## src/multi_mode_crc_register_engine_defines.svh

```systemverilog
// Assertion macros for the multi-mode CRC register engine.
`ifndef MULTI_MODE_CRC_REGISTER_ENGINE_DEFINES_SVH
`define MULTI_MODE_CRC_REGISTER_ENGINE_DEFINES_SVH

// same-cycle implication
`define MMCRC_ASSERT_NOW(label, clk, rst, ante, cons) \
  label: assert property (@(posedge clk) disable iff (rst) (ante) |-> (cons)) \
    else $error("mmcrc assertion failed");

// next-cycle implication
`define MMCRC_ASSERT_NEXT(label, clk, rst, ante, cons) \
  label: assert property (@(posedge clk) disable iff (rst) (ante) |=> (cons)) \
    else $error("mmcrc assertion failed");

`endif

```

## src/mmcrc_pkg.sv

```systemverilog
// Types and constants shared by the multi-mode CRC register engine.
package mmcrc_pkg;

  typedef enum logic [1:0] {
    ACT_CONTROL = 2'd0,
    ACT_SEED    = 2'd1,
    ACT_DATA    = 2'd2,
    ACT_READ    = 2'd3
  } action_t;

  typedef enum logic [1:0] {
    MODE_OFF  = 2'd0,
    MODE_CRC8 = 2'd1,
    MODE_8005 = 2'd2,
    MODE_1021 = 2'd3
  } mode_t;

  typedef struct packed {
    mode_t mode;
    logic  msb_first;
  } crc_cfg_t;

  localparam int CTRL_MSB_BIT   = 2;
  localparam int CTRL_CLEAR_BIT = 7;

  localparam logic [7:0]  POLY8      = 8'h07;
  localparam logic [7:0]  POLY8_REV  = 8'hE0;
  localparam logic [15:0] POLY_8005  = 16'h8005;
  localparam logic [15:0] REV_8005   = 16'hA001;
  localparam logic [15:0] POLY_1021  = 16'h1021;
  localparam logic [15:0] REV_1021   = 16'h8408;

endpackage

```

## src/multi_mode_crc_register_engine.sv

```systemverilog
// Top level of the multi-mode CRC register engine.
// One bus transaction is accepted per clock while in_stall is low; its result (the
// CRC register after the transaction) is presented from the output register. A full
// byte update (eight bit steps, unrolled in the byte unit) is combinational, so
// back-to-back unstalled transactions sustain one per clock. A skid register behind
// the output register keeps input acceptance going for one transaction while the
// output is stalled; in_stall rises only when that skid register is occupied.
`include "multi_mode_crc_register_engine_defines.svh"

module multi_mode_crc_register_engine
  import mmcrc_pkg::*;
(
  input  logic        clk,
  input  logic        rst,
  input  logic        in_valid,
  output logic        in_stall,
  input  logic [1:0]  action,
  input  logic [15:0] value,
  output logic        out_valid,
  input  logic        out_stall,
  output logic [15:0] crc_value
);

  logic [15:0] crc_reg;
  logic [15:0] crc_reg_next;
  crc_cfg_t    cfg;
  crc_cfg_t    cfg_next;
  logic [15:0] crc_upd;
  logic        skid_valid;
  logic [15:0] skid_crc;
  logic        accept;
  logic        out_free;

  assign in_stall = skid_valid;
  assign accept   = in_valid && !skid_valid;
  assign out_free = !out_valid || !out_stall;

  mmcrc_byte u_byte (
    .crc      (crc_reg),
    .cfg      (cfg),
    .data     (value[7:0]),
    .crc_next (crc_upd)
  );

  always_comb begin
    crc_reg_next = crc_reg;
    cfg_next     = cfg;
    unique case (action_t'(action))
      ACT_CONTROL: begin
        cfg_next.mode      = mode_t'(value[1:0]);
        cfg_next.msb_first = value[CTRL_MSB_BIT];
        if (value[CTRL_CLEAR_BIT]) begin
          crc_reg_next = '0;
        end
      end
      ACT_SEED: crc_reg_next = value;
      ACT_DATA: crc_reg_next = crc_upd;
      default:  crc_reg_next = crc_reg;
    endcase
  end

  always_ff @(posedge clk) begin
    if (rst) begin
      crc_reg       <= '0;
      cfg.mode      <= MODE_OFF;
      cfg.msb_first <= 1'b0;
    end else if (accept) begin
      crc_reg <= crc_reg_next;
      cfg     <= cfg_next;
    end
  end

  always_ff @(posedge clk) begin
    if (rst) begin
      out_valid  <= 1'b0;
      skid_valid <= 1'b0;
    end else if (out_free) begin
      if (skid_valid) begin
        out_valid  <= 1'b1;
        crc_value  <= skid_crc;
        skid_valid <= 1'b0;
      end else begin
        out_valid <= accept;
        if (accept) begin
          crc_value <= crc_reg_next;
        end
      end
    end else if (accept) begin
      skid_valid <= 1'b1;
      skid_crc   <= crc_reg_next;
    end
  end

  `MMCRC_ASSERT_NOW(a_skid_behind_out, clk, rst, skid_valid, out_valid)
  `MMCRC_ASSERT_NEXT(a_read_keeps_crc, clk, rst,
    accept && action == ACT_READ, crc_reg == $past(crc_reg))
  `MMCRC_ASSERT_NEXT(a_seed_loads, clk, rst,
    accept && action == ACT_SEED, crc_reg == $past(value))
  `MMCRC_ASSERT_NEXT(a_off_keeps_crc, clk, rst,
    accept && action == ACT_DATA && cfg.mode == MODE_OFF, crc_reg == $past(crc_reg))

endmodule

```

## src/mmcrc_byte.sv

```systemverilog
// Bytewise CRC update: eight unrolled bit steps in each CRC mode and bit order.
module mmcrc_byte
  import mmcrc_pkg::*;
(
  input  logic [15:0] crc,
  input  crc_cfg_t    cfg,
  input  logic [7:0]  data,
  output logic [15:0] crc_next
);

  always_comb begin
    logic [7:0]  c8;
    logic [15:0] c16;
    logic [15:0] pn;
    logic [15:0] pr;
    c8  = crc[7:0] ^ data;
    c16 = '0;
    pn  = (cfg.mode == MODE_8005) ? POLY_8005 : POLY_1021;
    pr  = (cfg.mode == MODE_8005) ? REV_8005 : REV_1021;
    unique case (cfg.mode)
      MODE_CRC8: begin
        for (int i = 0; i < 8; i++) begin
          if (cfg.msb_first) begin
            c8 = c8[7] ? ({c8[6:0], 1'b0} ^ POLY8) : {c8[6:0], 1'b0};
          end else begin
            c8 = c8[0] ? ({1'b0, c8[7:1]} ^ POLY8_REV) : {1'b0, c8[7:1]};
          end
        end
        crc_next = {8'h00, c8};
      end
      MODE_8005, MODE_1021: begin
        if (cfg.msb_first) begin
          c16 = crc ^ {data, 8'h00};
        end else begin
          c16 = crc ^ {8'h00, data};
        end
        for (int i = 0; i < 8; i++) begin
          if (cfg.msb_first) begin
            c16 = c16[15] ? ({c16[14:0], 1'b0} ^ pn) : {c16[14:0], 1'b0};
          end else begin
            c16 = c16[0] ? ({1'b0, c16[15:1]} ^ pr) : {1'b0, c16[15:1]};
          end
        end
        crc_next = c16;
      end
      default: begin
        crc_next = crc;
      end
    endcase
  end

endmodule

```

## config.mk

```make
export PLATFORM = sky130hd
export DESIGN_NAME = multi_mode_crc_register_engine
export DESIGN_NICKNAME = d
export VERILOG_FILES = /design/src/mmcrc_pkg.sv /design/src/multi_mode_crc_register_engine.sv /design/src/mmcrc_byte.sv
export VERILOG_INCLUDE_DIRS = /design/src /design/src/src
export SDC_FILE = /design/constraint.sdc
export NUM_CORES = 1
export LEC_CHECK = 0
export BUFFER_PORTS_ARGS = -buffer_cell sky130_fd_sc_hd__buf_2
export CORE_AREA = 2 2 115 117
export CTS_CLUSTER_SIZE = 30
export DETAILED_ROUTE_END_ITERATION = 8
export DIE_AREA = 0 0 117 119
export SLEW_MARGIN = 20
export SYNTH_ARGS = -nofsm -noshare
export SYNTH_HDL_FRONTEND = slang
export SYNTH_SLANG_ARGS = --single-unit
```

## constraint.sdc

```tcl
create_clock -name clk -period 3.35 [get_ports clk]
set_input_delay 0.1675 -clock clk [delete_from_list [all_inputs] [get_ports clk]]
set_output_delay 0.1675 -clock clk [all_outputs]
set_load 0.01 [all_outputs]
```

After elaboration in Yosys (flattened, before gate mapping) --
Index checks and enable logic that the tools add are counted.
Cells by class: bitwise logic cells 37, eq/ne operators 5, reductions and logical operators 12, multiplexer cells 72
Operators by type and width (count):
- two-way mux 16 bit | 37
- two-way mux 8 bit | 23
- XOR 16 bit | 9
- XOR 15 x 16 -> 16 bit | 8
- one-hot mux 16 bit (3 select lines) | 1
- one-hot mux 16 bit (2 select lines) | 1
- two-way mux 3 bit | 8
- NOT 2 -> 3 bit | 8
- NOT 3 bit | 8
- XOR 16 x 8 -> 16 bit | 1
- two-way mux 14 bit | 1
- XOR 8 bit | 1
- == test 2 bit, second input constant | 3
- AND reduction 3 bit | 2
- == test 2 x 1 -> 1 bit, second input constant | 2
- OR reduction 2 bit | 2
- logical NOT 1 bit | 3
- logical NOT 2 bit | 1
- NOT 1 bit | 2
- AND reduction 2 bit | 1
- nonzero test 2 bit | 1
- logical AND 1 bit | 1
- logical OR 1 bit | 1
- two-way mux 1 bit | 1
Storage, ports and cells: bits of input ports 22, flip-flop bits (word level) 53

Longest topological paths before layout --
word-level depth 38, depth in mapped cells 15, depth with buffers taken out 14

Cells and area by module --
From an unflattened synthesis, not the netlist that was laid out.
Second synthesis, totals: cells, all modules 589, area, all modules 4812.1 um2
By module, submodules not included:
- mmcrc_byte | area an instance 2620.0 um2, sequential area each 0.0 um2, cells an instance 390, times used 1
- multi_mode_crc_register_engine | area an instance 2192.1 um2, sequential area each 1381.3 um2, cells an instance 199, times used 1

Worst setup path before layout --
Ideal clock, no wire load.
kind reg2reg, start point register crc_reg[15], end point register crc_value[15] (data pin), data arrival time 3354 ps, setup slack -264 ps, cell stages (with the launch flop) 14, cells stage by stage dfxtp_1 -> ha_1 -> xor3_2 -> xnor2_2 -> a2bb2oi_2 -> o221ai_4 -> mux2_4 -> mux2i_2 -> nor2_1 -> xnor3_1 -> mux2i_1 -> xnor2_1 -> a311o_1 -> mux2_2
On the way: word-level cells in the longest chain between the ends 38, elaborated cells on any way between the ends 54
RTL lines:
- from (decl) | RTL line multi_mode_crc_register_engine.sv:24 | logic [15:0] crc_reg;
- from (signal assigned) | RTL line multi_mode_crc_register_engine.sv:68 | crc_reg <= crc_reg_next;
- XOR 16 x 8 -> 16 bit / XOR 16 bit (equally long branches) | RTL line mmcrc_byte.sv:35, mmcrc_byte.sv:33
- two-way mux 16 bit | RTL line mmcrc_byte.sv:32 | if (cfg.msb_first) begin
- two-way mux 16 bit | RTL line mmcrc_byte.sv:20 | unique case (cfg.mode)
- XOR 15 x 16 -> 16 bit | RTL line mmcrc_byte.sv:41 | c16 = c16[0] ? ({1'b0, c16[15:1]} ^ pr) : {1'b0, c16[15:1]};
- two-way mux 16 bit | RTL line mmcrc_byte.sv:41
- two-way mux 16 bit | RTL line mmcrc_byte.sv:38 | if (cfg.msb_first) begin
- two-way mux 16 bit | RTL line mmcrc_byte.sv:20
- XOR 16 bit / XOR 15 x 16 -> 16 bit (equally long branches) | RTL line mmcrc_byte.sv:39, mmcrc_byte.sv:41
- (+23 left out)
- XOR 16 bit | RTL line mmcrc_byte.sv:39 | c16 = c16[15] ? ({c16[14:0], 1'b0} ^ pn) : {c16[14:0], 1'b0};
- two-way mux 16 bit | RTL line mmcrc_byte.sv:39
- two-way mux 16 bit | RTL line mmcrc_byte.sv:38
- one-hot mux 16 bit (2 select lines) | RTL line mmcrc_byte.sv:20
- one-hot mux 16 bit (3 select lines) (*) | RTL line multi_mode_crc_register_engine.sv:48 | unique case (action_t'(action))
- via crc_reg_next[15] | RTL line multi_mode_crc_register_engine.sv:25 | logic [15:0] crc_reg_next;
- two-way mux 16 bit (*) | RTL line multi_mode_crc_register_engine.sv:84 | if (accept) begin
- two-way mux 16 bit (*) | RTL line multi_mode_crc_register_engine.sv:78 | if (skid_valid) begin
- to (signal assigned) | RTL line multi_mode_crc_register_engine.sv:80 | crc_value <= skid_crc;
- to (signal assigned) | RTL line multi_mode_crc_register_engine.sv:85 | crc_value <= crc_reg_next;
- to (decl) | RTL line multi_mode_crc_register_engine.sv:21 | output logic [15:0] crc_value
The timed path passes the listed nets; every way through them passes the cells marked *. The select of a mux whose other input is x is not followed. A chain may end at the register's enable or synchronous reset.

Worst setup path in the final report --
start point register crc_reg[15], end point register crc_value[3] (data pin)
On the way: word-level cells in the longest chain between the ends 37, elaborated cells on any way between the ends 54
RTL lines (RTL line):
- XOR 16 x 8 -> 16 bit / XOR 16 bit (equally long branches) | mmcrc_byte.sv:35, mmcrc_byte.sv:33
- two-way mux 16 bit (*) | mmcrc_byte.sv:32
- two-way mux 16 bit (*) | mmcrc_byte.sv:20
- two-way mux 16 bit / XOR 15 x 16 -> 16 bit (equally long branches) | mmcrc_byte.sv:39, mmcrc_byte.sv:41
- two-way mux 16 bit (*) | mmcrc_byte.sv:38
- two-way mux 16 bit (*) | mmcrc_byte.sv:20
- XOR 15 x 16 -> 16 bit (tied with other cells) | mmcrc_byte.sv:41
- two-way mux 16 bit (tied with other cells) | mmcrc_byte.sv:41
- (+22 left out)
- XOR 15 x 16 -> 16 bit / XOR 16 bit (equally long branches) | mmcrc_byte.sv:41, mmcrc_byte.sv:39
- two-way mux 16 bit, on equally long branches | mmcrc_byte.sv:41, mmcrc_byte.sv:39
- two-way mux 16 bit (*) | mmcrc_byte.sv:38
- one-hot mux 16 bit (2 select lines) (*) | mmcrc_byte.sv:20
- one-hot mux 16 bit (3 select lines) (*) | multi_mode_crc_register_engine.sv:48
- via crc_reg_next[3] | multi_mode_crc_register_engine.sv:25
- two-way mux 16 bit (*) | multi_mode_crc_register_engine.sv:84
- two-way mux 16 bit (*) | multi_mode_crc_register_engine.sv:78
Marks and branches as above.

==> flow_metrics.tcl <==
set metrics [dict create \
    status "finished with violations" \
    violations "setup timing" \
    fmax_mhz 275 \
    die_width_um 117 \
    drive_gt1_share_pct 36.9 \
    vias_per_cell 5.60 \
    critPathMaxFanout 5 \
    synthTopCellsByArea "edfxtp_1 (20%), xnor2_1 (9.7%), dfxtp_1 (8.6%)" \
    fin_crit_sh_pct 108 \
    grt_first_pass_wirelength_um 27200 \
    cp_cell_sequence "ha_4, xor3_2, xnor2_4, a2bb2oi_4, o221ai_4, mux2_4, mux2i_4, o211ai_1, xnor2_1, a31oi_1, o311ai_1, a31o_2, mux2_4" \
    clk_latency_ns 0.30 \
    power.total_uw 2750 \
    antenna_found_initial 0 \
    numCtsBuffers 5 \
    cp-end-kind "flip-flop" \
    critPathArrivalTime_ns 3.68 \
    postCtsHoldBufs 0 \
    seq_area_frac_synth_pct 28.4 \
    dieArea_um2 13900 \
    dr.pass1.iters 5 \
    grt_max_degree 26 \
    diodes 0 \
    syn2layout_area_growth_pct 38.9 \
    syn_inst 599 \
    hold_path.class "in -> reg" \
    synthArstFlopShare_pct 0 \
    coreArea_um2 12900 \
    drt_iter0_markers 553 \
    finalCriticalPeriod_ns 3.63 \
    track_usage_pct 25.4 \
    fillers 1187 \
    critPathLaunch "crc_reg[15]" \
    start_kind "flip-flop" \
    gp_congestion 0.991 \
    placed_cells 876 \
    yosysTopAreaCellShare_pct 19.7 \
    route.detailed.drc 0 \
    wl_per_cell_um 19.2 \
    power.internal_uw 1720 \
    maxSlewViolCount 0 \
    cts_root_buf "clkbuf_16" \
    synth_top_family_by_area "compound AO/OA/AOI/OAI gates" \
    p_leak_uw 0.00272 \
    synthXorXnorAreaFrac_pct 18.9 \
    synth_warnings 0 \
    power.share.switching_pct 37.4 \
    setup_violations 22 \
    synthMuxAreaShare_pct 6.09 \
    cts.sinks 53 \
    finalHoldViolCount 0 \
    tns_ns -3.71 \
    critPathSlowestCell "mux2_4" \
    io_pins 40 \
    synth.avg_cell_area_um2 8.13 \
    finalInstanceArea_um2 6760 \
    htreeDepth 2 \
    syn_area_um2 4870 \
    rsz0062_at_grt "true" \
    ir_worst_vdd_uv 225 \
    synth-seq-cells 53 \
    instances_no_fill 908 \
    dp_hpwl_um 13500 \
    synth_edf_count 32 \
    mostFrequentLayoutCells "buf_4 (120), nor2_1 (77), xnor2_1 (50), nand2_1 (49), buf_2 (39)" \
    slew_headroom_pct 52.2 \
    maxCapViolCount 0 \
    wl_um 17500 \
    vias 5083 \
    p_switching_uw 1030 \
    die_h_um 119 \
    critPathMaxStageDelay_ns 0.36 \
    regToRegStartpoint "crc_reg[15]" \
    synth_fa_ha_area_share_pct 0.514 \
    combinationalPowerShare_pct 53.4 \
    layout_commonest_cell "buf_4" \
    final.setup_skew_ns 0.00713 \
    start_util_pct 37.8 \
    synth-simple-area-share_pct 19.1 \
    worst_pin_slew_ns 0.715 \
    nNetsFinal 755 \
    seqPwrFrac_pct 27.6 \
    cts_tree "built" \
    ant_nets 0 \
    clk_path_buf_depth 2 \
    p_per_area_nw_per_um2 406 \
    rows 42 \
    path_clk_slew_ns 0.07 \
    synth_compound_area_share_pct 21.9 \
    grt_pass1_vias 4842 \
    synth_ff_type "edfxtp_1" \
    yosysTopAreaCell "edfxtp_1" \
    port-buffer-count 39 \
    path_class "reg -> reg" \
    synth_cell_types 69 \
    clock_power_share_pct 19.0 \
    gr-total-overflow 0 \
    layout_setup_ws_ns -0.280 \
    dpl_cell_area_um2 6030 \
    path_common_cell "mux2_4" \
    mappedNetlistNets 623 \
    hp-start "out_stall" \
    required_ns 3.40 \
]
==> Yosys cell counts (3+ instances only) <==
| cell | instances |
|---|---|
| a211o_1 | 4 |
| nand2b_1 | 7 |
| nor2_1 | 79 |
| buf_1 | 4 |
| a22oi_1 | 4 |
| a21boi_1 | 3 |
| xnor2_1 | 54 |
| a311oi_1 | 5 |
| xor2_1 | 30 |
| nand3_1 | 18 |
| o21ai_0 | 25 |
| a21oi_1 | 44 |
| nand2_1 | 53 |
| inv_1 | 11 |
| mux2_2 | 13 |
| nor3_1 | 19 |
| o31ai_1 | 5 |
| mux2i_1 | 11 |
| a31oi_1 | 3 |
| buf_2 | 7 |
| nand4_1 | 7 |
| a22o_1 | 3 |
| nor2b_1 | 6 |
| and4_1 | 3 |
| o21ai_1 | 9 |
| o21a_1 | 8 |
| clkbuf_1 | 36 |
| a221o_1 | 3 |
| a21o_1 | 6 |
| o211ai_1 | 4 |
| edfxtp_1 | 32 |
| a211oi_1 | 10 |
| dfxtp_1 | 21 |
| a221oi_1 | 5 |
| or3_1 | 5 |
==> metrics by stage <==
step	hold WS (ns)	utilization [%]	worst slack [ns]
floorplan	0.318	-	-0.165
global placement	0.485	46.8	-0.224
detailed placement	0.514	46.8	-0.289
CTS	0.222	50.1	-0.231
global route	0.248	52.5	-0.401
finish	0.224	52.5	-0.280
==> final timing paths <==
check            endpoint  slack [ns]  depth (start not counted)
max          crc_value[3]       -0.28                         13
min              in_stall        0.22                          3
max reg2reg  crc_value[3]       -0.28                         13
min reg2reg  crc_value[2]        0.54                          2
==> per-layer routing <==
metal / vias up / track usage, % / part of all wire, %
met2: 207 / 39.5 / 46
met4: 0 / 11.0 / 4.2
met1: 2435 / 35.8 / 44
met3: 41 / 2.04 / 5.2
li1: 2400 / - / -
met5: - / 0 / 0
==> final cells by class <==
cell class / count / area, um^2 / share of cell area (%)
inverters: 12 / 45.0 / 0.666
clock buffers: 6 / 129 / 1.91
clock inverters: 2 / 15.0 / 0.222
well taps: 176 / 220 / 3.26
repair buffers: 174 / 1280 / 19.0
flip-flops and latches: 53 / 1390 / 20.5
multi-input cells: 485 / 3680 / 54.4
==> timing repair <==
item,CTS,global route
setup buffers,15,11
gates resized for setup,37,50
endpoints found under the setup margin,23,34
pin swaps,30,31
==> critical path, delay by kind of cell (launching register included) <==
family	cells	cell delay, ns
muxes	3	0.84
AOI/OAI and AO/OA	6	1.27
xor gates and xnor gates	3	0.63
DFF	1	0.34
adders and majority gates	1	0.29
==> power groups by stage <==
stage	sequential, uW	clock, uW	combinational (uW)
5_1_grt	763	552	1560
3_3_place_gp	772	0	1190
4_1_cts	759	528	1330
6_report	759	521	1470
3_5_place_dp	772	0	1210
2_1_floorplan	767	0	748
==> cell families after synthesis <==
| group | count (synthesis) |
|---|---|
| adder cells (fa/ha/maj) | 2 |
| buffers and inverters | 61 |
| flip-flops | 53 |
| XOR/XNOR | 92 |
| AND/OR/NAND/NOR | 206 |
| AO/OA/AOI/OAI | 158 |
| multiplexers | 27 |
Note: power is estimated with default switching activity, not from simulation.
